**src/rtl/core/ofv_pkg.sv**
```systemverilog
// ----------------------------------------------------------------------------
// ofv_pkg
// Shared types and constants for the optical flow frame velocity block:
// frame phases, capture offsets, configuration indexes and datapath widths.
// ----------------------------------------------------------------------------
package ofv_pkg;

  // Datapath widths
  localparam int unsigned BYTE_W = 8;
  localparam int unsigned DIST_W = 32;
  localparam int unsigned FLOW_W = 16;
  localparam int unsigned OFS_W  = 11;
  localparam int unsigned HGT_W  = DIST_W + 2;       // distance + offset, signed
  localparam int unsigned PROD_W = FLOW_W + HGT_W;   // full signed product
  localparam int unsigned VEL_W  = 49;
  localparam int unsigned CIDX_W = 2;

  // Framing constants
  localparam logic [BYTE_W-1:0] HDR_BYTE    = 8'hEF;
  localparam logic [BYTE_W-1:0] SKIP_LAST   = 8'd3;   // last of four skipped bytes
  localparam logic [BYTE_W-1:0] MIN_PAYLOAD = 8'd20;

  // Payload byte offsets of the captured fields
  localparam logic [BYTE_W-1:0] IDX_DIST_LO = 8'd4;
  localparam logic [BYTE_W-1:0] IDX_DIST_HI = 8'd7;
  localparam logic [BYTE_W-1:0] IDX_FX_LO   = 8'd12;
  localparam logic [BYTE_W-1:0] IDX_FX_HI   = 8'd13;
  localparam logic [BYTE_W-1:0] IDX_FY_LO   = 8'd14;
  localparam logic [BYTE_W-1:0] IDX_FY_HI   = 8'd15;
  localparam logic [BYTE_W-1:0] IDX_QUAL    = 8'd16;

  // Configuration register indexes and reset values
  localparam logic [CIDX_W-1:0] CFG_HEIGHT_OFFSET = 2'd0;
  localparam logic [CIDX_W-1:0] CFG_QUALITY_THR   = 2'd1;
  localparam logic signed [OFS_W-1:0] OFS_RST     = 11'sd41;
  localparam logic [BYTE_W-1:0]       THR_RST     = 8'd50;

  // Frame parser phases
  typedef enum logic [2:0] {
    PH_HUNT,
    PH_SKIP,
    PH_LEN,
    PH_PAYLOAD,
    PH_TRAIL
  } phase_t;

  // Completed frame from the parser
  typedef struct packed {
    logic                     done;
    logic [DIST_W-1:0]        distance;
    logic signed [FLOW_W-1:0] flow_x;
    logic signed [FLOW_W-1:0] flow_y;
    logic [BYTE_W-1:0]        quality;
  } frame_t;

endpackage

```
**src/rtl/core/ofv_parser.sv**
```systemverilog
// ----------------------------------------------------------------------------
// ofv_parser
// Byte-wise frame parser: hunts for the header, skips four bytes, takes the
// payload length, captures distance, flows and quality, drops the trailer.
// ----------------------------------------------------------------------------
module ofv_parser
  import ofv_pkg::*;
(
  input  logic              clk,
  input  logic              rst_n,
  input  logic              byte_acc,
  input  logic [BYTE_W-1:0] rx_byte,
  output frame_t            frame
);

  phase_t                   phase_r, phase_nxt;
  logic [BYTE_W-1:0]        pos_r, pos_nxt;
  logic [BYTE_W-1:0]        len_r, len_nxt;
  logic [DIST_W-1:0]        dist_r, dist_nxt;
  logic signed [FLOW_W-1:0] fx_r, fx_nxt;
  logic signed [FLOW_W-1:0] fy_r, fy_nxt;
  logic [BYTE_W-1:0]        qual_r, qual_nxt;
  logic [BYTE_W-1:0]        pos_inc;

  assign pos_inc = pos_r + 8'd1;

  // Next phase
  always_comb begin
    phase_nxt = phase_r;
    if (byte_acc) begin
      unique case (phase_r)
        PH_HUNT:    if (rx_byte == HDR_BYTE) phase_nxt = PH_SKIP;
        PH_SKIP:    if (pos_r == SKIP_LAST) phase_nxt = PH_LEN;
        PH_LEN:     phase_nxt = (rx_byte == '0) ? PH_TRAIL : PH_PAYLOAD;
        PH_PAYLOAD: if (pos_inc >= len_r) phase_nxt = PH_TRAIL;
        PH_TRAIL:   phase_nxt = PH_HUNT;
        default:    phase_nxt = PH_HUNT;
      endcase
    end
  end

  // Position, length and field capture
  always_comb begin
    pos_nxt  = pos_r;
    len_nxt  = len_r;
    dist_nxt = dist_r;
    fx_nxt   = fx_r;
    fy_nxt   = fy_r;
    qual_nxt = qual_r;
    if (byte_acc) begin
      unique case (phase_r)
        PH_HUNT:    pos_nxt = '0;
        PH_SKIP:    pos_nxt = (pos_r == SKIP_LAST) ? '0 : pos_inc;
        PH_LEN: begin
          len_nxt = rx_byte;
          pos_nxt = '0;
        end
        PH_PAYLOAD: begin
          pos_nxt = pos_inc;
          case (pos_r) inside
            [IDX_DIST_LO:IDX_DIST_HI]: dist_nxt[pos_r[1:0]*BYTE_W +: BYTE_W] = rx_byte;
            IDX_FX_LO: fx_nxt[7:0]  = rx_byte;
            IDX_FX_HI: fx_nxt[15:8] = rx_byte;
            IDX_FY_LO: fy_nxt[7:0]  = rx_byte;
            IDX_FY_HI: fy_nxt[15:8] = rx_byte;
            IDX_QUAL:  qual_nxt     = rx_byte;
            default: ;
          endcase
        end
        PH_TRAIL:   pos_nxt = '0;
        default:    pos_nxt = '0;
      endcase
    end
  end

  // Flag the trailing byte of a long enough frame
  always_comb begin
    frame.done     = byte_acc && (phase_r == PH_TRAIL) && (len_r >= MIN_PAYLOAD);
    frame.distance = dist_r;
    frame.flow_x   = fx_r;
    frame.flow_y   = fy_r;
    frame.quality  = qual_r;
  end

  always_ff @(posedge clk) begin
    if (!rst_n) begin
      phase_r <= PH_HUNT;
      pos_r   <= '0;
      len_r   <= '0;
      dist_r  <= '0;
      fx_r    <= '0;
      fy_r    <= '0;
      qual_r  <= '0;
    end else begin
      phase_r <= phase_nxt;
      pos_r   <= pos_nxt;
      len_r   <= len_nxt;
      dist_r  <= dist_nxt;
      fx_r    <= fx_nxt;
      fy_r    <= fy_nxt;
      qual_r  <= qual_nxt;
    end
  end

endmodule

```
**src/rtl/core/ofv_vel_pipe.sv**
```systemverilog
// ----------------------------------------------------------------------------
// ofv_vel_pipe
// Velocity pipeline: height and quality test, two flow by height products,
// then negation, held pair selection and the output register.
// ----------------------------------------------------------------------------
module ofv_vel_pipe
  import ofv_pkg::*;
(
  input  logic                    clk,
  input  logic                    rst_n,
  input  frame_t                  frame,
  input  logic signed [OFS_W-1:0] height_offset,
  input  logic [BYTE_W-1:0]       quality_thr,
  output logic                    ready,
  output logic                    out_valid,
  input  logic                    out_stall,
  output logic signed [VEL_W-1:0] out_vel_x,
  output logic signed [VEL_W-1:0] out_vel_y,
  output logic                    out_fresh,
  output logic [BYTE_W-1:0]       out_quality,
  output logic [DIST_W-1:0]       out_distance_mm
);

  // Stage 1: height, flows, quality test
  logic                     s1_v_r, s1_v_nxt;
  logic signed [HGT_W-1:0]  s1_hgt_r;
  logic signed [FLOW_W-1:0] s1_fx_r, s1_fy_r;
  logic                     s1_fresh_r;
  logic [BYTE_W-1:0]        s1_qual_r;
  logic [DIST_W-1:0]        s1_dist_r;
  // Stage 2: products
  logic                     s2_v_r, s2_v_nxt;
  logic signed [PROD_W-1:0] s2_px_r, s2_py_r;
  logic                     s2_fresh_r;
  logic [BYTE_W-1:0]        s2_qual_r;
  logic [DIST_W-1:0]        s2_dist_r;
  // Output and held pair
  logic                     out_v_r, out_v_nxt;
  logic signed [VEL_W-1:0]  vx_r, vy_r;
  logic                     fresh_r;
  logic [BYTE_W-1:0]        qual_r;
  logic [DIST_W-1:0]        dist_r;
  logic signed [VEL_W-1:0]  held_x_r, held_y_r;

  logic                     out_free, s2_free, s1_free;
  logic                     s1_move, s2_move;
  logic signed [HGT_W-1:0]  hgt_nxt;
  logic signed [PROD_W-1:0] px_nxt, py_nxt;
  logic signed [VEL_W-1:0]  vx_nxt, vy_nxt;

  // Elastic stage control
  assign out_free = !out_v_r || !out_stall;
  assign s2_move  = s2_v_r && out_free;
  assign s2_free  = !s2_v_r || out_free;
  assign s1_move  = s1_v_r && s2_free;
  assign s1_free  = !s1_v_r || s2_free;
  assign ready    = s1_free;

  assign s1_v_nxt  = (s1_v_r && !s1_move) || frame.done;
  assign s2_v_nxt  = (s2_v_r && !s2_move) || s1_move;
  assign out_v_nxt = (out_v_r && !out_free) || s2_move;

  // Height = raw distance + signed offset
  assign hgt_nxt = signed'({2'b00, frame.distance}) + HGT_W'(height_offset);

  // One multiplier per axis
  assign px_nxt = s1_fx_r * s1_hgt_r;
  assign py_nxt = s1_fy_r * s1_hgt_r;

  // Negate y, or fall back to the held pair
  assign vx_nxt = s2_fresh_r ? s2_px_r[VEL_W-1:0] : held_x_r;
  assign vy_nxt = s2_fresh_r ? (VEL_W'(0) - s2_py_r[VEL_W-1:0]) : held_y_r;

  always_ff @(posedge clk) begin
    if (!rst_n) begin
      s1_v_r   <= 1'b0;
      s2_v_r   <= 1'b0;
      out_v_r  <= 1'b0;
      held_x_r <= '0;
      held_y_r <= '0;
    end else begin
      s1_v_r  <= s1_v_nxt;
      s2_v_r  <= s2_v_nxt;
      out_v_r <= out_v_nxt;
      if (s2_move && s2_fresh_r) begin
        held_x_r <= vx_nxt;
        held_y_r <= vy_nxt;
      end
    end
  end

  // Payload registers
  always_ff @(posedge clk) begin
    if (frame.done) begin
      s1_hgt_r   <= hgt_nxt;
      s1_fx_r    <= frame.flow_x;
      s1_fy_r    <= frame.flow_y;
      s1_fresh_r <= frame.quality > quality_thr;
      s1_qual_r  <= frame.quality;
      s1_dist_r  <= frame.distance;
    end
    if (s1_move) begin
      s2_px_r    <= px_nxt;
      s2_py_r    <= py_nxt;
      s2_fresh_r <= s1_fresh_r;
      s2_qual_r  <= s1_qual_r;
      s2_dist_r  <= s1_dist_r;
    end
    if (s2_move) begin
      vx_r    <= vx_nxt;
      vy_r    <= vy_nxt;
      fresh_r <= s2_fresh_r;
      qual_r  <= s2_qual_r;
      dist_r  <= s2_dist_r;
    end
  end

  assign out_valid       = out_v_r;
  assign out_vel_x       = vx_r;
  assign out_vel_y       = vy_r;
  assign out_fresh       = fresh_r;
  assign out_quality     = qual_r;
  assign out_distance_mm = dist_r;

endmodule

```
**src/rtl/core/optical_flow_frame_velocity.sv**
```systemverilog
// ----------------------------------------------------------------------------
// optical_flow_frame_velocity
// Decodes optical flow sensor frames from a byte stream and reports velocity
// as flow times height, holding the last good pair on low quality frames.
// ----------------------------------------------------------------------------
// Throughput: one byte per cycle while in_stall is low; a new byte is
//   taken while a result waits. Each frame's result passes the height,
//   product and output registers in turn before out_valid rises.
// in_stall rises only when all three result stages are full and out is stalled.
// Reset: synchronous, active low; parser back to header hunt, held pair zero,
//   offset 41 mm, quality threshold 50.
module optical_flow_frame_velocity
  import ofv_pkg::*;
(
  input  logic                    clk,
  input  logic                    rst_n,
  input  logic                    cfg_wr_en,
  input  logic [CIDX_W-1:0]       cfg_index,
  input  logic [OFS_W-1:0]        cfg_wdata,
  input  logic                    in_valid,
  output logic                    in_stall,
  input  logic [BYTE_W-1:0]       in_rx_byte,
  output logic                    out_valid,
  input  logic                    out_stall,
  output logic signed [VEL_W-1:0] out_vel_x,
  output logic signed [VEL_W-1:0] out_vel_y,
  output logic                    out_fresh,
  output logic [BYTE_W-1:0]       out_quality,
  output logic [DIST_W-1:0]       out_distance_mm
);

  logic signed [OFS_W-1:0] ofs_r, ofs_nxt;
  logic [BYTE_W-1:0]       thr_r, thr_nxt;
  logic                    ready;
  logic                    byte_acc;
  frame_t                  frame;

  // Configuration register decode
  always_comb begin
    ofs_nxt = ofs_r;
    thr_nxt = thr_r;
    if (cfg_wr_en) begin
      unique case (cfg_index)
        CFG_HEIGHT_OFFSET: ofs_nxt = signed'(cfg_wdata);
        CFG_QUALITY_THR:   thr_nxt = cfg_wdata[BYTE_W-1:0];
        default: ;
      endcase
    end
  end

  always_ff @(posedge clk) begin
    if (!rst_n) begin
      ofs_r <= OFS_RST;
      thr_r <= THR_RST;
    end else begin
      ofs_r <= ofs_nxt;
      thr_r <= thr_nxt;
    end
  end

  // Input handshake
  assign in_stall = !ready;
  assign byte_acc = in_valid && ready;

  ofv_parser u_parser (
    .clk      (clk),
    .rst_n    (rst_n),
    .byte_acc (byte_acc),
    .rx_byte  (in_rx_byte),
    .frame    (frame)
  );

  ofv_vel_pipe u_vel (
    .clk             (clk),
    .rst_n           (rst_n),
    .frame           (frame),
    .height_offset   (ofs_r),
    .quality_thr     (thr_r),
    .ready           (ready),
    .out_valid       (out_valid),
    .out_stall       (out_stall),
    .out_vel_x       (out_vel_x),
    .out_vel_y       (out_vel_y),
    .out_fresh       (out_fresh),
    .out_quality     (out_quality),
    .out_distance_mm (out_distance_mm)
  );

endmodule

```
**config.mk**
```make
export PLATFORM = sky130hd
export DESIGN_NAME = optical_flow_frame_velocity
export DESIGN_NICKNAME = d
export VERILOG_FILES = /design/src/rtl/core/ofv_pkg.sv /design/src/rtl/core/ofv_parser.sv /design/src/rtl/core/ofv_vel_pipe.sv /design/src/rtl/core/optical_flow_frame_velocity.sv
export SDC_FILE = /design/constraint.sdc
export NUM_CORES = 2
export LEC_CHECK = 0
export ABC_AREA = 1
export BUFFER_PORTS_ARGS = -buffer_cell sky130_fd_sc_hd__buf_2
export CORE_ASPECT_RATIO = 1.1
export CORE_MARGIN = 2
export CORE_UTILIZATION = 55
export DETAILED_ROUTE_END_ITERATION = 8
export PLACE_DENSITY = 0.78
export SYNTH_ARGS = -nofsm -noshare
export SYNTH_HDL_FRONTEND = slang
export SYNTH_SLANG_ARGS = --single-unit
```
**constraint.sdc**
```tcl
create_clock -name clk -period 26.5 [get_ports clk]
set_input_delay 5.3 -clock clk [delete_from_list [all_inputs] [get_ports clk]]
set_output_delay 5.3 -clock clk [all_outputs]
set_load 0.02 [all_outputs]
```
==> impl_metrics.ini <==
[outcome]
outcome = complete, no violations

[detailed_routing]
drtAntennaViolNets = 0
vias = 51800
drc_errors = 0
wl_per_cell_um = 18.7
dr.pass1.iters = 8
via_per_inst = 5.41
wl_um = 179000
drtIter0Drc = 4332

[synth]
synth_most_common_cell = inv_1
syn_area_um2 = 65200
synth_seq_cells = 596
syn_inst = 7991
synth_edf_count = 385
avgSynthCellArea_um2 = 8.16
synth_top_cell_by_area = fa_1
yosysWarningCount = 0
yosysUniqueCellTypes = 56
yosys-top-cells-area = fa_1 (31%), edfxtp_1 (18%), inv_1 (12%)
synthesis.nets = 9322
async_reset_ff_share_pct = 0
synth_ff_type = edfxtp_1
yosysTopAreaCellShare_pct = 31.2
synth_commonest_cells = inv_1 (2125), nand2_1 (2003), fa_1 (1017), nor2_1 (437), edfxtp_1 (385)
synth-seq-area-share_pct = 24.2

[cells_and_area]
nets = 9319
syn_to_final_growth_pct = 6.49
fill_cells = 10100
drive_gt1_share_pct = 5.13

[worst_setup_path]
path_class = in2out
r2r-start = u_vel.s1_fx_r[1]$_DFFE_PP_
worstSetupEndpointType = primary output
cp.arrival_ns = 5.90
critPathMaxFanout = 3
required_ns = 21.20
worstSetupStartpoint = out_stall
start_kind = input pin

[placement]
globalplace.congestion = 1.01
dp_hpwl_um = 137000
place_ws_ns = 15.30
port_buffers = 166

[clock_tree]
cts_tree = done
clock_sink_count = 596
clock_latency_ns = 0.67
clk_pin_slew_ns = 0.06
htreeDepth = 2
cts-root-buf = clkbuf_16
cts-buffers-inserted = 59
holdBufCountCts = 0
cts_resized = 0
cts_max_path_buffers = 3
cts_setup_buffers = 0

[timing]
fin_ws_ns = 15.30
timing.final.crit_share_pct = 42.3
setup_viol = 0
hold_viol_final = 0
worst_slew_pin_slew_ns = 1.08
tns_ns = 0
rsz0062_at_grt = no
relSlewSlack_pct = 27.6
skew_ns = 0.0398
drv_slew = 0
fmax_mhz = 89.3
post-route-min-period_ns = 11.20

[die]
die_area_um2 = 121000
rows = 132
coreArea_um2 = 118000
fp.dieW_um = 332
pin_count = 167
initial_utilization_pct = 55.4
die_h_um = 365

[global_route]
grt_usage_pct = 30.2
grt_first_pass_wirelength_um = 287000
grt_max_degree = 104
grt_pass1_vias = 54800
antenna_found_initial = 2
grt.overflow.total = 0

[min_path]
hold_path_startpoint = u_vel.s1_qual_r[2]$_DFFE_PP_
hold_path_class = reg2reg

[run]
max-cap-violations = 0
[cell type report]
cell class	count	area, µm²	share of cell area (%)
Antenna cell	2	5.00	0.00720
Timing Repair Buffer	246	1430	2.06
Sequential cell	596	15800	22.7
Multi-Input combinational cell	4946	40200	57.9
Tap cell	1541	1930	2.78
Clock buffer	81	1700	2.45
Clock inverter	31	370	0.533
Inverter	2139	8050	11.6
[sequential cells by signal, summed over array words and instances, names as in the netlist, 11 cells and up, named ones only]
name                   cells
ofs_r                     11
u_parser.dist_r           32
u_parser.fx_r             16
u_parser.fy_r             16
u_vel.held_x_r            49
u_vel.held_y_r            49
u_vel.out_distance_mm     32
u_vel.out_vel_x           49
u_vel.out_vel_y           49
u_vel.s1_dist_r           32
u_vel.s1_fx_r             16
u_vel.s1_fy_r             16
u_vel.s1_hgt_r            34
u_vel.s2_dist_r           32
u_vel.s2_px_r             49
u_vel.s2_py_r             49
[cell usage in the layout (no fill, tap or decap), types with 61 or more instances in the layout]
cell | synthesis | final
o21ai_0 | 285 | 285
nor2_1 | 437 | 436
clkbuf_16 | 0 | 61
buf_2 | 18 | 165
inv_1 | 2125 | 2124
edfxtp_1 | 385 | 385
buf_4 | 1 | 81
a21oi_1 | 306 | 306
ha_1 | 288 | 288
fa_1 | 1017 | 1017
nand3_1 | 222 | 222
dfxtp_1 | 211 | 211
nand2_1 | 2003 | 2002
xor2_1 | 90 | 90
[stage by stage]
step / hold WS (ns) / cell area (µm²) / utilization, % / cells
after floorplan: 0.400 / 65200 / - / 7991
after global placement: 0.403 / 67400 / 57.2 / 9468
after CTS: 0.417 / 69500 / 59.0 / 9580
final: 0.412 / 69500 / 59.0 / 9582
after global routing: 0.423 / 69500 / 59.0 / 9580
after detailed placement: 0.405 / 67400 / 57.2 / 9468
[worst paths after layout]
path | depth (start not counted) | slack [ns] | end
max reg2reg | 19 | 19.43 | u_vel.s2_px_r[48]$_DFFE_PP_
min reg2reg | 0 | 0.41 | u_vel.s2_qual_r[2]$_DFFE_PP_
min | 0 | 0.41 | u_vel.s2_qual_r[2]$_DFFE_PP_
max | 6 | 15.30 | in_stall
[worst max-delay path, cell delays in order]
cell and delay (ns):
buf_2 0.07, nand2_1 0.07, inv_2 0.09, nand3_1 0.11, inv_1 0.09, buf_2 0.16
[routing by layer]
metal	vias to the layer above	GRT usage [%]	routed length [µm]
li1	23600	-	-
met1	25100	36.2	66600
met2	2476	51.8	85400
met3	637	5.72	16200
met4	0	15.8	10800
met5	-	0	0
[logic make-up (layout without fill, tap and decap cells)]
| group | Yosys count | in the layout | synth area share, % |
|---|---|---|---|
| adders and majority gates | 1305 | 1305 | 36.7 |
| other | 0 | 2 | 0 |
| buffers and inverters | 2449 | 2497 | 14.2 |
| xor gates and xnor gates | 109 | 109 | 1.49 |
| DFF | 596 | 596 | 24.2 |
| AOI/OAI and AO/OA | 724 | 724 | 5.98 |
| and+or+nand+nor | 2808 | 2808 | 17.4 |
Power is left out: the tool's default activity adds up to more than one toggle a clock period on the data nets, which glitch-free logic cannot reach.
